--- src/design/sas_pkg.sv ---
// ----------------------------------------------------------------------------
// sas_pkg
// Shared types and codes of the sprite animation sequencer.
// ----------------------------------------------------------------------------
package sas_pkg;

	typedef enum logic [2:0] {
		CMD_START         = 3'd0,
		CMD_LOAD          = 3'd1,
		CMD_TICK          = 3'd2,
		CMD_ABANDON_TYPE  = 3'd3,
		CMD_ABANDON_ALL   = 3'd4
	} cmd_t;

	localparam logic [1:0] KIND_DRAW   = 2'd0;
	localparam logic [1:0] KIND_ASSIGN = 2'd1;
	localparam logic [1:0] KIND_DONE   = 2'd2;

	typedef struct packed {
		logic        [7:0]  sprite;
		logic signed [15:0] pos_x;
		logic signed [15:0] pos_y;
		logic        [7:0]  depth;
		logic        [15:0] scale_h;
		logic        [15:0] scale_v;
	} frame_t;

	typedef struct packed {
		logic [2:0]  command;
		logic [4:0]  slot;
		logic [3:0]  frame_index;
		logic [4:0]  frame_count;
		logic [31:0] type_code;
		frame_t      frame;
		logic [15:0] cycles;
	} req_t;

	typedef struct packed {
		logic [1:0] kind;
		logic [4:0] out_slot;
		frame_t     frame;
		logic       last;
	} rsp_t;

	// controller -> datapath
	typedef struct packed {
		logic capture;
		logic start_wr;
		logic load_wr;
		logic sweep_wr;
		logic emit_assign;
		logic slot_rd;
		logic frame_rd;
		logic tick_wb;
		logic type_chk;
		logic clr_all;
		logic emit_done;
		logic walk_rst;
		logic walk_inc;
	} ctl_t;

	// datapath -> controller
	typedef struct packed {
		logic [2:0] cmd;
		logic       active_cur;
		logic       walk_last;
		logic       sweep_last;
		logic       out_free;
	} sts_t;

endpackage

--- src/design/sas_ctrl.sv ---
// ----------------------------------------------------------------------------
// sas_ctrl
// Sequencer state machine: decodes a captured item and steps the datapath.
// ----------------------------------------------------------------------------
module sas_ctrl (
	input  logic           clk,
	input  logic           arst_n,
	input  logic           in_valid,
	output logic           in_ready,
	input  sas_pkg::sts_t  sts,
	output sas_pkg::ctl_t  ctl
);

	typedef enum logic [3:0] {
		S_IDLE,
		S_DECODE,
		S_SWEEP,
		S_ASSIGN,
		S_SCAN,
		S_SLOT,
		S_FRAME,
		S_DONE,
		S_ARD,
		S_ACMP
	} state_t;

	state_t state_q;
	state_t state_nxt;

	assign in_ready = (state_q == S_IDLE);

	always_comb begin
		ctl       = '0;
		state_nxt = state_q;
		unique case (state_q)
			S_IDLE: begin
				if (in_valid) begin
					ctl.capture = 1'b1;
					state_nxt   = S_DECODE;
				end
			end
			S_DECODE: begin
				unique case (sts.cmd)
					sas_pkg::CMD_START: begin
						ctl.start_wr = 1'b1;
						state_nxt    = S_SWEEP;
					end
					sas_pkg::CMD_LOAD: begin
						ctl.load_wr = 1'b1;
						state_nxt   = S_IDLE;
					end
					sas_pkg::CMD_TICK: begin
						ctl.walk_rst = 1'b1;
						state_nxt    = S_SCAN;
					end
					sas_pkg::CMD_ABANDON_TYPE: begin
						ctl.walk_rst = 1'b1;
						state_nxt    = S_ARD;
					end
					sas_pkg::CMD_ABANDON_ALL: begin
						ctl.clr_all = 1'b1;
						state_nxt   = S_IDLE;
					end
					default: state_nxt = S_IDLE;
				endcase
			end
			S_SWEEP: begin
				ctl.sweep_wr = 1'b1;
				if (sts.sweep_last) begin
					state_nxt = S_ASSIGN;
				end
			end
			S_ASSIGN: begin
				if (sts.out_free) begin
					ctl.emit_assign = 1'b1;
					state_nxt       = S_IDLE;
				end
			end
			S_SCAN: begin
				if (sts.active_cur) begin
					ctl.slot_rd = 1'b1;
					state_nxt   = S_SLOT;
				end else if (sts.walk_last) begin
					state_nxt = S_DONE;
				end else begin
					ctl.walk_inc = 1'b1;
				end
			end
			S_SLOT: begin
				ctl.frame_rd = 1'b1;
				state_nxt    = S_FRAME;
			end
			S_FRAME: begin
				if (sts.out_free) begin
					ctl.tick_wb = 1'b1;
					if (sts.walk_last) begin
						state_nxt = S_DONE;
					end else begin
						ctl.walk_inc = 1'b1;
						state_nxt    = S_SCAN;
					end
				end
			end
			S_DONE: begin
				if (sts.out_free) begin
					ctl.emit_done = 1'b1;
					state_nxt     = S_IDLE;
				end
			end
			S_ARD: begin
				ctl.slot_rd = 1'b1;
				state_nxt   = S_ACMP;
			end
			S_ACMP: begin
				ctl.type_chk = 1'b1;
				if (sts.walk_last) begin
					state_nxt = S_IDLE;
				end else begin
					ctl.walk_inc = 1'b1;
					state_nxt    = S_ARD;
				end
			end
			default: state_nxt = S_IDLE;
		endcase
	end

	always_ff @(posedge clk or negedge arst_n) begin
		if (!arst_n) begin
			state_q <= S_IDLE;
		end else begin
			state_q <= state_nxt;
		end
	end

endmodule

--- config.mk ---
export PLATFORM = sky130hd
export DESIGN_NAME = sas_ctrl
export DESIGN_NICKNAME = d
export VERILOG_FILES = /design/src/design/sas_pkg.sv /design/src/design/sas_ctrl.sv
export SDC_FILE = /design/constraint.sdc
export NUM_CORES = 1
export LEC_CHECK = 0
export BUFFER_PORTS_ARGS = -buffer_cell sky130_fd_sc_hd__clkbuf_2
export CAP_MARGIN = 15
export CORE_AREA = 2 2 39 41
export DETAILED_ROUTE_END_ITERATION = 10
export DIE_AREA = 0 0 41 43
export PLACE_DENSITY_LB_ADDON = 0.15
export SYNTH_ARGS = -nofsm -noshare
export SYNTH_HDL_FRONTEND = slang
export SYNTH_SLANG_ARGS = --single-unit
export TNS_END_PERCENT = 10
--- constraint.sdc ---
create_clock -name clk -period 2.1 [get_ports clk]
set_clock_uncertainty 0.1 [all_clocks]
set_input_delay 0.21 -clock clk [delete_from_list [all_inputs] [get_ports clk]]
set_output_delay 0.21 -clock clk [all_outputs]
set_load 0.01 [all_outputs]
==> results of run 1 <==
## critical path, stage by stage (launching register included)
cell and delay [ns]:
dfrtp_1 0.37, nand2b_4 0.16, or4_4 0.45, nor3b_1 0.20, clkbuf_2 0.16
## metrics by stage
| stage | hold WS [ns] | instances | instance area (um2) | worst slack [ns] |
|---|---|---|---|---|
| 6_report | 0.211 | 99 | 609 | 0.219 |
| 2_1_floorplan | -0.186 | 56 | 428 | 0.466 |
| 3_5_place_dp | -0.0810 | 95 | 577 | 0.454 |
| 4_1_cts | 0.206 | 99 | 609 | 0.201 |
| 3_3_place_gp | -0.0813 | 95 | 577 | 0.493 |
| 5_1_grt | 0.222 | 99 | 609 | 0.161 |
## worst max path at each step
stage | slack, ns | cells past startpoint | from | endpoint
6_report | 0.22 | 4 | state_q[1] | ctl[10]
5_1_grt | 0.16 | 4 | state_q[1] | ctl[10]
4_1_cts | 0.20 | 4 | state_q[1] | ctl[10]
3_5_place_dp | 0.45 | 4 | state_q[1] | ctl[10]
3_3_place_gp | 0.49 | 4 | state_q[1] | ctl[10]
2_1_floorplan | 0.47 | 3 | state_q[1] | ctl[10]
## per-layer routing
metal	part of all wire [%]	wire, um
met5	0	0
met4	1.1	14
met3	7.3	90
met2	45	558
met1	46	563
## layout by cell type, fill, tap and decap left out
cell	n
nand2_1	3
clkbuf_4	3
a22o_1	1
nor2b_1	3
nand2b_1	3
mux2i_1	3
a21oi_1	2
nand2b_4	1
a32oi_1	1
dlygate4sd3_1	1
or4_4	1
nor3_1	6
and2_1	2
inv_2	1
nor3b_1	1
o21ai_0	2
dfrtp_1	4
nor2_1	5
clkbuf_2	23
buf_4	4
o221a_1	1
o211ai_1	1
nor4_1	4
and3_1	1
o41ai_2	1
a22oi_1	1
inv_1	2
a31oi_1	1
o32a_1	1
## cells by family after synthesis
| family | share of synthesized area (%) |
|---|---|
| AO/OA/AOI/OAI | 22.5 |
| buffers and inverters | 6.43 |
| flip-flops | 23.4 |
| multiplexers | 7.02 |
| AND/OR/NAND/NOR | 40.6 |
## synth_stat cells
cell type	instances
a21oi_1	2
a22o_1	1
a22oi_1	1
a31oi_1	1
a32oi_1	1
and2_1	2
and3_1	1
buf_1	1
buf_2	1
clkbuf_1	2
dfrtp_1	4
inv_1	2
inv_2	1
mux2i_1	3
nand2_1	3
nand2b_1	3
nand2b_4	1
nor2_1	5
nor2b_1	3
nor3_1	6
nor3b_1	1
nor4_1	4
o211ai_1	1
o21ai_0	2
o221a_1	1
o32a_1	1
o41ai_2	1
or4_4	1
## area by class of cell
| class | instances | area (um2) |
|---|---|---|
| Tap cell | 16 | 20.0 |
| Sequential cell | 4 | 100 |
| Timing Repair Buffer | 28 | 155 |
| Inverter | 3 | 11.3 |
| Fill cell | 154 | 774 |
| Multi-Input combinational cell | 45 | 300 |
| Clock buffer | 3 | 22.5 |
## power by group through the flow
| stage | registers (W) | logic [W] | clock network, W |
|---|---|---|---|
| 6_report | 0.000129 | 0.000508 | 0.0000951 |
| 2_1_floorplan | 0.000134 | 0.000344 | 0 |
| 5_1_grt | 0.000134 | 0.000570 | 0.000106 |
| 3_5_place_dp | 0.000131 | 0.000509 | 0 |
| 4_1_cts | 0.000130 | 0.000511 | 0.000101 |
| 3_3_place_gp | 0.000130 | 0.000509 | 0 |
==> flow_summary.json, run 1 <==
{
  "status": "complete, no violations",
  "die_y_um": 43,
  "wire_per_inst_um": 12.4,
  "initial_core_util_pct": 30.9,
  "max_slew_margin_pct": 70.2,
  "grt_use_met1_pct": 21.2,
  "fin_crit_sh_pct": 89.6,
  "maxCapViolations": 0,
  "power_frac_comb_pct": 69.4,
  "cts_buffers": 3,
  "drive_gt1_share_pct": 41.0,
  "track_usage_pct": 17.0,
  "yosys_warnings": 0,
  "h-tree-depth": 1,
  "finalHoldViolations": 0,
  "startpoint_type": "flop",
  "leakage_nw": 0.297,
  "via_per_inst": 5.26,
  "p_total_w": 0.000733,
  "yosysTopAreaCellShare_pct": 23.4,
  "final_nets": 95,
  "dp_hpwl_um": 930,
  "cellPowerDensity_mw_per_mm2": 1200,
  "io_pins": 24,
  "drc": 0,
  "insertedDiodeCount": 0,
  "cp.required_ns": 1.79,
  "critPathKind": "flop to primary output",
  "r2r-start": "state_q[1]",
  "syn_to_final_growth_pct": 42.4,
  "dieArea_mm2": 0.00176,
  "setup_viol": 0,
  "cts_buffer_depth": 2,
  "syn_area_per_cell_um2": 7.64,
  "cts-root-buf": "clkbuf_4",
  "period_minus_slack_ns": 1.88,
  "yosys-top-cells-area": "dfrtp_1 (23%), mux2i_1 (7.0%), nor3_1 (7.0%)",
  "rsz0062_at_grt": "no",
  "swShare_pct": 46.4,
  "r2r.worst_path.cells": 4,
  "min-delay-path-class": "primary input to asynchronous set/reset pin",
  "core_mm2": 0.00138,
  "crit_fanout": 5,
  "gr-usage-met2_pct": 25.6,
  "p_sw_w": 0.000340,
  "grt_remaining_overflow": 0,
  "ys_seq_area_share_pct": 23.4,
  "endpoint_kind": "primary output",
  "grt_max_degree": 13,
  "reg_top3": "state_q x4",
  "synth-seq-cells": 4,
  "use_met3_pct": 6.28,
  "vias": 521,
  "yosys.cell_types.count": 28,
  "clk_pin_slew_ns": 0.04,
  "cts_tree": "yes",
  "maxSlewViolCount": 0,
  "hold_buffers": 1,
  "largest_register": "state_q",
  "fmax_mhz": 532,
  "gp_congestion": 0.747,
  "r2r-end": "state_q[1]",
  "drt_first_pass_iters": 4,
  "grt_pass1_vias": 486,
  "worstMarginPinSlew_ns": 0.442,
  "p_int_w": 0.000393,
  "clkSinkCount": 4,
  "totalWireLength_um": 1230,
  "drt_iter0_drc": 7,
  "port_buffers": 23,
  "reg2reg_slack_ns": 0.51,
  "insertion_delay_ns": 0.23,
  "critPathArrivalTime_ns": 1.57,
  "netlist_instances": 56,
  "synth_area_um2": 428,
  "post_cts_buffers": 0,
  "timing.setup.tns_ns": 0,
  "synth_fp_nets": 66,
  "ir_worst_vdd_uv": 624,
  "cts-resized-gates": 0,
  "seqPwrFrac_pct": 17.7,
  "fp.dieW_um": 41,
  "drtAntennaViolNets": 0,
  "fin_util_pct": 44.0,
  "synth_top_cell_by_area": "dfrtp_1",
  "rows": 14,
  "antenna_found_initial": 0,
  "top_usage_layer": "met2",
  "grt_pass1_wl_um": 2040,
  "largest_reg_flops": 4,
  "clkPwrFrac_pct": 13.0
}
Power figures use the tool's default switching activity.
==> run 2: changes to the inputs <==
--- a/config.mk
+++ b/config.mk
@@ -8,6 +8,7 @@
 export BUFFER_PORTS_ARGS = -buffer_cell sky130_fd_sc_hd__clkbuf_2
 export CAP_MARGIN = 15
 export CORE_AREA = 2 2 39 41
+export CTS_BUF_LIST = sky130_fd_sc_hd__clkbuf_8
 export DETAILED_ROUTE_END_ITERATION = 10
 export DIE_AREA = 0 0 41 43
 export PLACE_DENSITY_LB_ADDON = 0.15
==> flow_summary.json, run 2 (synthesized netlist as in run 1, its figures left out) <==
{
  "status": "complete, no violations",
  "insertion_delay_ns": 0.22,
  "maxSlewViolCount": 0,
  "dp_hpwl_um": 930,
  "insertedDiodeCount": 0,
  "gp_congestion": 0.747,
  "fin_util_pct": 45.4,
  "largest_register": "state_q",
  "reg_top3": "state_q x4",
  "fp.dieW_um": 41,
  "startpoint_type": "flop",
  "worstMarginPinSlew_ns": 0.437,
  "wire_per_inst_um": 12.8,
  "grt_max_degree": 13,
  "cts-resized-gates": 0,
  "cts_tree": "yes",
  "grt_remaining_overflow": 0,
  "drtAntennaViolNets": 0,
  "dieArea_mm2": 0.00176,
  "fin_crit_sh_pct": 88.6,
  "period_minus_slack_ns": 1.86,
  "ir_worst_vdd_uv": 733,
  "grt_pass1_wl_um": 2040,
  "totalWireLength_um": 1260,
  "critPathKind": "flop to primary output",
  "maxCapViolations": 0,
  "die_y_um": 43,
  "final_nets": 95,
  "critPathArrivalTime_ns": 1.55,
  "cts_buffer_depth": 2,
  "final_cell_mix": "clkbuf_2 (23), nor3_1 (6), nor2_1 (5)",
  "min-delay-path-class": "primary input to asynchronous set/reset pin",
  "seqPwrFrac_pct": 16.2,
  "initial_core_util_pct": 30.9,
  "clk_pin_slew_ns": 0.03,
  "rsz0062_at_grt": "no",
  "final_cell_area_um2": 628,
  "multi_input_area_um2": 300,
  "vias": 528,
  "timing.setup.tns_ns": 0,
  "drive_gt1_share_pct": 41.0,
  "power_frac_comb_pct": 63.7,
  "cellPowerDensity_mw_per_mm2": 1280,
  "p_int_w": 0.000451,
  "drc": 0,
  "crit_fanout": 5,
  "cp.required_ns": 1.79,
  "finalHoldViolations": 0,
  "io_pins": 24,
  "cts_buffers": 3,
  "grt_pass1_vias": 489,
  "clkSinkCount": 4,
  "drt_iter0_drc": 9,
  "max_slew_margin_pct": 70.5,
  "rows": 14,
  "p_sw_w": 0.000350,
  "via_per_inst": 5.33,
  "leakage_nw": 0.304,
  "swShare_pct": 43.7,
  "regArea_um2": 100,
  "final_common_cell": "clkbuf_2",
  "largest_reg_flops": 4,
  "core_mm2": 0.00138,
  "drt_first_pass_iters": 4,
  "fillers": 148,
  "track_usage_pct": 17.1,
  "syn_to_final_growth_pct": 46.8,
  "cts-root-buf": "clkbuf_8",
  "setup_viol": 0,
  "endpoint_kind": "primary output",
  "antenna_found_initial": 0,
  "fmax_mhz": 538,
  "clkPwrFrac_pct": 20.1,
  "port_buffers": 23,
  "h-tree-depth": 1,
  "placed_cell_area_um2": 577
}
==> run 2: cell types whose count changed in the layout (fill, tap and decap cells not counted) <==
cell / before / now
clkbuf_4: 3 / 0
clkbuf_8: 0 / 3
==> run 2: worst paths after layout <==
path                                  from    endpoint  depth (start not counted)  slack (ns)
worst min-delay path                arst_n  state_q[2]                          2        0.23
worst max-delay path            state_q[1]     ctl[10]                          4        0.24
worst min register to register  state_q[3]  state_q[1]                          3        0.65
worst max register to register  state_q[1]  state_q[1]                          4        0.51
min in group clk                    sts[4]  state_q[3]                          2        0.23
max in group asynchronous           arst_n  state_q[1]                          2        1.55
==> run 2: through the flow <==
step | power (W) | hold slack (ns) | setup slack [ns] | cells
floorplan | 0.000479 | -0.186 | 0.466 | 56
global placement | 0.000639 | -0.0813 | 0.493 | 95
detailed placement | 0.000640 | -0.0810 | 0.454 | 95
CTS | 0.000806 | 0.231 | 0.226 | 99
global route | 0.000877 | 0.246 | 0.187 | 99
finish | 0.000801 | 0.230 | 0.240 | 99
==> run 2: repair_timing <==
item	in CTS	in global routing
hold endpoints to repair	4	0
buffers inserted	0	0
hold buffers	1	0
==> run 2: power groups by stage <==
stage | Sequential, W | Combinational [W] | Clock [W]
floorplan | 0.000134 | 0.000344 | 0
global placement | 0.000130 | 0.000509 | 0
detailed placement | 0.000131 | 0.000509 | 0
CTS | 0.000130 | 0.000511 | 0.000165
global route | 0.000134 | 0.000570 | 0.000173
finish | 0.000130 | 0.000510 | 0.000161
==> run 2: worst max-delay path, cell delays in order, from the launching register on <==
cell,delay [ns]
dfrtp_1,0.37
nand2b_4,0.16
or4_4,0.45
nor3b_1,0.20
clkbuf_2,0.16
==> run 2: layout make-up <==
type / count / share of cell area, %
multi-input combinational: 45 / 47.8
tap: 16 / 3.19
timing repair buffer: 28 / 24.7
clock buffer: 3 / 6.57
inverter: 3 / 1.79
sequential: 4 / 15.9
==> run 2: metal layers <==
layer	up-vias	track usage, %	wire length, um
li1	262	-	-
met1	245	21.6	590
met2	19	25.6	583
met3	2	6.28	75
met4	0	6.00	14
met5	-	0	0
